<file path="config.mk">
export PLATFORM = sky130hd
export DESIGN_NAME = quadrature_clock_plan_search
export DESIGN_NICKNAME = d
export VERILOG_FILES = /design/src/sv/qcps_pkg.sv /design/src/sv/qcps_div.sv /design/src/sv/quadrature_clock_plan_search.sv
export SDC_FILE = /design/constraint.sdc
export NUM_CORES = 1
export LEC_CHECK = 0
export ABC_AREA = 1
export ABC_CLOCK_PERIOD_IN_PS = 8100
export BUFFER_PORTS_ARGS = -buffer_cell sky130_fd_sc_hd__buf_4
export CAP_MARGIN = 5
export CORE_ASPECT_RATIO = 0.8
export CORE_MARGIN = 3
export CORE_UTILIZATION = 56
export DETAILED_ROUTE_END_ITERATION = 6
export GPL_TIMING_DRIVEN = 0
export HOLD_SLACK_MARGIN = 0.03
export PLACE_DENSITY = 0.81
export SKIP_CTS_REPAIR_TIMING = 1
export SLEW_MARGIN = 20
export SYNTH_ARGS = -nofsm -noshare
export SYNTH_HDL_FRONTEND = slang
export SYNTH_SLANG_ARGS = --single-unit
</file>
<file path="constraint.sdc">
create_clock -name clk -period 8.1 [get_ports clk]
set_clock_uncertainty 0.15 [all_clocks]
set_input_delay 2.43 -clock clk [delete_from_list [all_inputs] [get_ports clk]]
set_output_delay 2.43 -clock clk [all_outputs]
set_load 0.01 [all_outputs]
</file>
<file path="src/sv/qcps_pkg.sv">
// Package for the quadrature clock plan search block.
// Holds request and result types, search limits and the divider request and response types.
// No dependencies.
package qcps_pkg;

  localparam int unsigned REF_W  = 32;
  localparam int unsigned REQ_W  = 32;
  localparam int unsigned MULT_W = 7;
  localparam int unsigned DIVR_W = 7;
  localparam int unsigned VCO_W  = 30;
  localparam int unsigned ACT_W  = 27;
  localparam int unsigned ERR_W  = 32;
  // reference times the largest multiplier
  localparam int unsigned ACC_W  = REF_W + MULT_W;

  localparam logic [MULT_W-1:0] MULT_FIRST = 7'd15;
  localparam logic [MULT_W-1:0] MULT_LAST  = 7'd90;
  localparam logic [DIVR_W-1:0] DIV_FIRST  = 7'd8;
  localparam logic [DIVR_W-1:0] DIV_STEP   = 7'd4;
  localparam logic [DIVR_W-1:0] DIV_LAST   = 7'd124;

  localparam logic [ACC_W-1:0] PLL_MIN_HZ = 39'd600000000;
  localparam logic [ACC_W-1:0] PLL_MAX_HZ = 39'd900000000;

  // one quotient bit per cycle
  localparam int unsigned DIV_STEPS = VCO_W;
  localparam int unsigned DCNT_W    = $clog2(DIV_STEPS);

  typedef struct packed {
    logic [REF_W-1:0] reference_freq;
    logic [REQ_W-1:0] requested_freq;
  } qcps_in_t;

  typedef struct packed {
    logic              found;
    logic [MULT_W-1:0] pll_mult;
    logic [DIVR_W-1:0] out_divider;
    logic [DIVR_W-1:0] phase_step;
    logic [VCO_W-1:0]  vco_freq;
    logic [ACT_W-1:0]  achieved_freq;
    logic [ERR_W-1:0]  freq_error;
  } qcps_out_t;

  typedef struct packed {
    logic              start;
    logic [VCO_W-1:0]  dividend;
    logic [DIVR_W-1:0] divisor;
  } qcps_div_req_t;

  typedef struct packed {
    logic             done;
    logic [VCO_W-1:0] quotient;
  } qcps_div_rsp_t;

endpackage

</file>
<file path="src/sv/qcps_div.sv">
// Bit-serial restoring divider: PLL frequency over output divider.
// One quotient bit per cycle; done pulses once the last bit is in. Uses qcps_pkg.
module qcps_div (
  input  logic                   clk,
  input  logic                   rst_n,
  input  qcps_pkg::qcps_div_req_t req,
  output qcps_pkg::qcps_div_rsp_t rsp
);
  import qcps_pkg::*;

  logic              busy_r, busy_nxt;
  logic              done_r, done_nxt;
  logic [DCNT_W-1:0] cnt_r, cnt_nxt;
  logic [VCO_W-1:0]  dvd_r, dvd_nxt;
  logic [DIVR_W-1:0] dvs_r, dvs_nxt;
  logic [DIVR_W-1:0] rem_r, rem_nxt;
  logic [VCO_W-1:0]  quo_r, quo_nxt;
  logic [DIVR_W:0]   rem_sh;
  logic [DIVR_W:0]   rem_sub;
  logic              ge;

  always_comb begin
    rem_sh  = {rem_r, dvd_r[VCO_W-1]};
    rem_sub = rem_sh - {1'b0, dvs_r};
    ge      = (rem_sh >= {1'b0, dvs_r});
  end

  always_comb begin
    busy_nxt = busy_r;
    done_nxt = 1'b0;
    cnt_nxt  = cnt_r;
    dvd_nxt  = dvd_r;
    dvs_nxt  = dvs_r;
    rem_nxt  = rem_r;
    quo_nxt  = quo_r;
    if (req.start) begin
      busy_nxt = 1'b1;
      cnt_nxt  = DCNT_W'(DIV_STEPS - 1);
      dvd_nxt  = req.dividend;
      dvs_nxt  = req.divisor;
      rem_nxt  = '0;
      quo_nxt  = '0;
    end else if (busy_r) begin
      // remainder stays below the divisor, so seven bits hold it
      rem_nxt = ge ? rem_sub[DIVR_W-1:0] : rem_sh[DIVR_W-1:0];
      quo_nxt = {quo_r[VCO_W-2:0], ge};
      dvd_nxt = {dvd_r[VCO_W-2:0], 1'b0};
      cnt_nxt = cnt_r - DCNT_W'(1);
      if (cnt_r == '0) begin
        busy_nxt = 1'b0;
        done_nxt = 1'b1;
      end
    end
  end

  always_ff @(posedge clk) begin
    if (!rst_n) begin
      busy_r <= 1'b0;
      done_r <= 1'b0;
    end else begin
      busy_r <= busy_nxt;
      done_r <= done_nxt;
    end
    cnt_r <= cnt_nxt;
    dvd_r <= dvd_nxt;
    dvs_r <= dvs_nxt;
    rem_r <= rem_nxt;
    quo_r <= quo_nxt;
  end

  assign rsp.done     = done_r;
  assign rsp.quotient = quo_r;

endmodule

</file>
<file path="src/sv/quadrature_clock_plan_search.sv">
// Quadrature clock plan search: tries each multiplier in turn and, where the
// PLL frequency is in range, runs each of the 30 dividers through the serial
// divider; one request at a time.
// The result waits in an output register, and the next request is taken meanwhile.
// Synchronous active-low reset clears the sequencer, divider and output valid.
// Uses qcps_pkg and qcps_div.
module quadrature_clock_plan_search (
  input  logic                clk,
  input  logic                rst_n,
  input  logic                in_valid,
  output logic                in_stall,
  input  qcps_pkg::qcps_in_t  in_data,
  output logic                out_valid,
  input  logic                out_stall,
  output qcps_pkg::qcps_out_t out_data
);
  import qcps_pkg::*;

  typedef enum logic [5:0] {
    S_IDLE  = 6'b000001,
    S_INIT  = 6'b000010,
    S_CHECK = 6'b000100,
    S_DIV   = 6'b001000,
    S_CMP   = 6'b010000,
    S_DONE  = 6'b100000
  } state_t;

  state_t            state_r, state_nxt;
  logic [REF_W-1:0]  ref_r, ref_nxt;
  logic [REQ_W-1:0]  req_r, req_nxt;
  logic [ACC_W-1:0]  acc_r, acc_nxt;
  logic [MULT_W-1:0] mult_r, mult_nxt;
  logic [DIVR_W-1:0] div_r, div_nxt;
  logic [ACT_W-1:0]  act_r, act_nxt;
  logic [ERR_W-1:0]  err_r, err_nxt;
  logic              have_r, have_nxt;
  logic [MULT_W-1:0] b_mult_r, b_mult_nxt;
  logic [DIVR_W-1:0] b_div_r, b_div_nxt;
  logic [VCO_W-1:0]  b_vco_r, b_vco_nxt;
  logic [ACT_W-1:0]  b_act_r, b_act_nxt;
  logic [ERR_W-1:0]  b_err_r, b_err_nxt;
  logic              out_valid_r, out_valid_nxt;
  qcps_out_t         out_data_r, out_data_nxt;

  qcps_div_req_t     div_req;
  qcps_div_rsp_t     div_rsp;

  logic [ACC_W-1:0]  ref_ext;
  logic              in_range;
  logic              better;
  logic [ERR_W-1:0]  act_ext;

  qcps_div u_div (
    .clk   (clk),
    .rst_n (rst_n),
    .req   (div_req),
    .rsp   (div_rsp)
  );

  always_comb begin
    ref_ext  = {{(ACC_W-REF_W){1'b0}}, ref_r};
    in_range = (acc_r >= PLL_MIN_HZ) && (acc_r <= PLL_MAX_HZ);
    act_ext  = {{(ERR_W-ACT_W){1'b0}}, div_rsp.quotient[ACT_W-1:0]};
    better   = !have_r || (err_r < b_err_r) || ((err_r == b_err_r) && (act_r < b_act_r));
  end

  always_comb begin
    state_nxt     = state_r;
    ref_nxt       = ref_r;
    req_nxt       = req_r;
    acc_nxt       = acc_r;
    mult_nxt      = mult_r;
    div_nxt       = div_r;
    act_nxt       = act_r;
    err_nxt       = err_r;
    have_nxt      = have_r;
    b_mult_nxt    = b_mult_r;
    b_div_nxt     = b_div_r;
    b_vco_nxt     = b_vco_r;
    b_act_nxt     = b_act_r;
    b_err_nxt     = b_err_r;
    out_data_nxt  = out_data_r;
    out_valid_nxt = out_valid_r;
    div_req.start    = 1'b0;
    div_req.dividend = acc_r[VCO_W-1:0];
    div_req.divisor  = DIV_FIRST;

    if (out_valid_r && !out_stall) begin
      out_valid_nxt = 1'b0;
    end

    case (state_r)
      S_IDLE: begin
        if (in_valid) begin
          ref_nxt    = in_data.reference_freq;
          req_nxt    = in_data.requested_freq;
          have_nxt   = 1'b0;
          b_mult_nxt = '0;
          b_div_nxt  = '0;
          b_vco_nxt  = '0;
          b_act_nxt  = '0;
          b_err_nxt  = '0;
          state_nxt  = S_INIT;
        end
      end
      S_INIT: begin
        // reference times the first multiplier, 16x minus 1x
        acc_nxt   = (ref_ext << 4) - ref_ext;
        mult_nxt  = MULT_FIRST;
        state_nxt = S_CHECK;
      end
      S_CHECK: begin
        if (in_range) begin
          div_nxt         = DIV_FIRST;
          div_req.start   = 1'b1;
          div_req.divisor = DIV_FIRST;
          state_nxt       = S_DIV;
        end else if (mult_r == MULT_LAST) begin
          state_nxt = S_DONE;
        end else begin
          mult_nxt = mult_r + MULT_W'(1);
          acc_nxt  = acc_r + ref_ext;
        end
      end
      S_DIV: begin
        if (div_rsp.done) begin
          act_nxt   = div_rsp.quotient[ACT_W-1:0];
          err_nxt   = (act_ext > req_r) ? (act_ext - req_r) : (req_r - act_ext);
          state_nxt = S_CMP;
        end
      end
      S_CMP: begin
        if (better) begin
          have_nxt   = 1'b1;
          b_mult_nxt = mult_r;
          b_div_nxt  = div_r;
          b_vco_nxt  = acc_r[VCO_W-1:0];
          b_act_nxt  = act_r;
          b_err_nxt  = err_r;
        end
        if (div_r != DIV_LAST) begin
          div_nxt         = div_r + DIV_STEP;
          div_req.start   = 1'b1;
          div_req.divisor = div_r + DIV_STEP;
          state_nxt       = S_DIV;
        end else if (mult_r == MULT_LAST) begin
          state_nxt = S_DONE;
        end else begin
          mult_nxt  = mult_r + MULT_W'(1);
          acc_nxt   = acc_r + ref_ext;
          state_nxt = S_CHECK;
        end
      end
      S_DONE: begin
        // hold until the output register is free
        if (!out_valid_r || !out_stall) begin
          out_data_nxt.found         = have_r;
          out_data_nxt.pll_mult      = b_mult_r;
          out_data_nxt.out_divider   = b_div_r;
          out_data_nxt.phase_step    = b_div_r;
          out_data_nxt.vco_freq      = b_vco_r;
          out_data_nxt.achieved_freq = b_act_r;
          out_data_nxt.freq_error    = b_err_r;
          out_valid_nxt              = 1'b1;
          state_nxt                  = S_IDLE;
        end
      end
      default: begin
        state_nxt = S_IDLE;
      end
    endcase
  end

  always_ff @(posedge clk) begin
    if (!rst_n) begin
      state_r     <= S_IDLE;
      out_valid_r <= 1'b0;
    end else begin
      state_r     <= state_nxt;
      out_valid_r <= out_valid_nxt;
    end
    ref_r      <= ref_nxt;
    req_r      <= req_nxt;
    acc_r      <= acc_nxt;
    mult_r     <= mult_nxt;
    div_r      <= div_nxt;
    act_r      <= act_nxt;
    err_r      <= err_nxt;
    have_r     <= have_nxt;
    b_mult_r   <= b_mult_nxt;
    b_div_r    <= b_div_nxt;
    b_vco_r    <= b_vco_nxt;
    b_act_r    <= b_act_nxt;
    b_err_r    <= b_err_nxt;
    out_data_r <= out_data_nxt;
  end

  assign in_stall  = (state_r != S_IDLE);
  assign out_valid = out_valid_r;
  assign out_data  = out_data_r;

endmodule

</file>
==> impl_results.md <==
* Status: complete, no violations
* Area fraction of the dominant cell type after synthesis at 0.465
* Port-buffer cells at 176
* Initial Util at 0.575
* Post-synthesis simple-gate area fraction at 0.202
* Pre-Repair DR Iteration Count at 5
* Vias in the first global route at 20.8k
* Crit path cell chain: nor2_1 -> nand4_1 -> buf_4
* Final Hold Fails at 0
* CTS tree: done
* Routed WL at 79.3 mm
* Post-layout util at 0.663
* HP Class: flop to flop
* F_max at 224 MHz
* DR WL/cell at 20.0 µm
* #FFs+latches synth at 461
* Yosys warns at 0
* Site Rows at 70
* Synth Instances at 3,082
* Area growth syn-to-layout at 15.2%
* Die X at 250 µm
* Post-synth EDFFs at 413
* Proportion of synthesized area in mux cells at 0
* Worst vdd ir at 0.236 mV
* Pins Over Slew Limit at 0
* CTS H-tree lvls at 2
* Synth area leaders: edfxtp_1, nand2_1, ha_1, inv_1, nor2_1
* Min Tclk post-route at 4460 ps
* Worst-path clk slew at 70 ps
* CTS Buffer Depth at 3
* Critical path type: flop to output pin
* Most used DFF post-synth: edfxtp_1
* DRC viols at 0
* CP max FO at 7
* Post-Synth XOR/XNOR Area at 0.0283
* Worst r2r path cells at 13
* Slew margin rel. at 0.441
* Worst-Margin Slew at 839 ps
* Adder-cell share of the synthesized area at 0.0877
* Hold Crit Depth at 0
* Req. time, crit path at 5520 ps
* Iter 0 DRT Violations at 2,654
* Final worst-path cycle share at 0.551
* Logic pwr share at 0.226
* Largest family of logic cells by synthesized area: simple AND/OR/NAND/NOR gates
* Vias/cell at 5.65
* Area leader, netlist: edfxtp_1
* DRT antenna net count at 0
* Worst-skew pair later-pin latency at 600 ps
* Pwr dens at 220 mW/mm²
* Share of cells above drive strength 1 at 0.105
* Num CTS Buffers at 45
* Crit. End Element: output pin
* Synth Area in Compound Gates at 0.0978
* Dpl hpwl at 62.9 mm
* Aggregate global routing overflow at 0
* Largest net degree at the start of global routing at 31
* Clock network fraction of design power at 0.328
* Max Cap Viol at 0
* Initial antenna violation count at 3
* GRT Overall Usage at 0.308
* CP arrival at 1880 ps
* Setup violators final at 0
* Total core area at 0.0463 mm²
* Switching pwr at 2.10 mW
* Pint at 4.64 mW
* Switching Fraction at 0.312
* Clock sinks at 461
* Reg power frac at 0.446
* Critical path's slowest cell: nand4_1
* IO Count at 181
* Syn Area/Cell at 8.65 µm²
* Die area at 0.0503 mm²
* Max stage delay on crit path at 420 ps
* CTS root buf: clkbuf_16
* Global-route wire length before repair at 120 mm
* Total power after layout at 6.74 mW
* Worst setup SP type: flop
* RSZ-0062 raised after global routing: false
* Ys async rst share at 0
* Flop2flop setup slack at 4610 ps
* Cell variety after synth at 52
* Vias at 22.4k
* Fin nets at 3,576
* Register area share after synthesis at 0.501
* P_leak at 13.8 nW
* GP Congestion at 1.00
* Synthesized cell area at 0.0267 mm²
* Die extent in y at 201 µm
-- power by group through the flow --
stage               logic, mW  clock network, mW  registers (mW)
floorplan               0.933                  0            3.01
global placement         1.37                  0            3.09
detailed placement       1.47                  0            3.05
CTS                      1.48               2.22            3.01
global route             1.67               2.32            3.03
finish                   1.52               2.21            3.01
-- flip-flops by register name (all words and copies together) (netlist names), 27 cells and up --
signal and cells:
acc_r 39, act_r 27, b_act_r 27, b_err_r 32, b_vco_r 30, err_r 32, out_data 102, ref_r 32
req_r 32, u_div.dvd_r 30, u_div.quo_r 27
-- cell families (layout without fill, tap and decap cells) --
family / Yosys count / in the layout
adder cells (fa/ha/maj): 185 / 185
AND/OR/NAND/NOR: 1312 / 1312
XOR/XNOR: 86 / 86
buffers and inverters: 563 / 836
other: 1 / 5
AO/OA/AOI/OAI: 474 / 474
flip-flops: 461 / 461
-- synth_stat cells (all sizes together) (3+ instances only) --
cell	n
xor2	71
a21oi	201
ha	182
o21bai	10
nand3b	3
or2	11
edfxtp	413
inv	491
nand2	691
clkbuf	27
nor4	11
buf	45
dfxtp	48
a21boi	7
a21o	19
nand4	34
and2	6
fa	3
nor2	378
xnor2	15
nor3	43
o211ai	8
nand3	132
a31oi	9
a211oi	28
o21a	7
o21ai	180
-- metrics by stage --
step                      area, µm²  std cells  setup WS [ps]  hold slack (ps)  setup TNS, ps
after floorplan               26700       3085            108              250              0
after global placement        28800       3873          -2810              251        -283920
after detailed placement      29200       3888           3780              255              0
after CTS                     30700       3970           3660              268              0
after global routing          30700       3971           3550              277              0
final                         30700       3971           3640              266              0
-- cell usage in the layout (no fill, tap or decap), types with 15 or more instances in the layout --
| cell type | netlist | routed |
|---|---|---|
| xnor2_1 | 15 | 15 |
| nor3_1 | 42 | 42 |
| a21o_1 | 19 | 19 |
| edfxtp_1 | 413 | 413 |
| nand2_1 | 686 | 685 |
| clkbuf_16 | 0 | 46 |
| nand3_1 | 131 | 131 |
| buf_2 | 26 | 26 |
| xor2_1 | 71 | 71 |
| clkbuf_1 | 21 | 33 |
| o21ai_1 | 41 | 41 |
| inv_2 | 16 | 16 |
| inv_1 | 474 | 474 |
| ha_1 | 182 | 182 |
| buf_4 | 10 | 186 |
| nand4_1 | 34 | 34 |
| a211oi_1 | 28 | 28 |
| o21ai_0 | 137 | 137 |
| a21oi_1 | 200 | 198 |
| nor2_1 | 374 | 371 |
| dfxtp_1 | 48 | 48 |
-- path summary, 6_finish.rpt --
kind | start | endpoint
min | b_div_r[5] | out_data[94]
max | state_r[5] | in_stall
max reg2reg | act_r[2] | b_vco_r[28]
min reg2reg | b_div_r[5] | out_data[94]
-- metal layers --
| metal | GRT usage | part of all wire |
|---|---|---|
| met4 | 0.0710 | 0.021 |
| met2 | 0.438 | 0.41 |
| met1 | 0.477 | 0.45 |
| met3 | 0.0711 | 0.12 |
| met5 | 0 | 0.00016 |
-- layout make-up --
class / instances / area, µm²
antenna: 1 / 2.50
buffer: 72 / 378
clock buffer: 64 / 1280
clock inverter: 18 / 259
fill: 3762 / 15600
inverter: 491 / 1850
multi-input combinational: 2061 / 11100
sequential: 461 / 13400
tap: 612 / 766
timing repair buffer: 191 / 1700
-- worst max-delay path: cells and delay by family (launching register included) --
family                 cells  cell delay, ps
and+or+nand+nor            2             630
buffers and inverters      1             310
DFF                        1             360
Note: power is estimated with default switching activity, not from simulation.
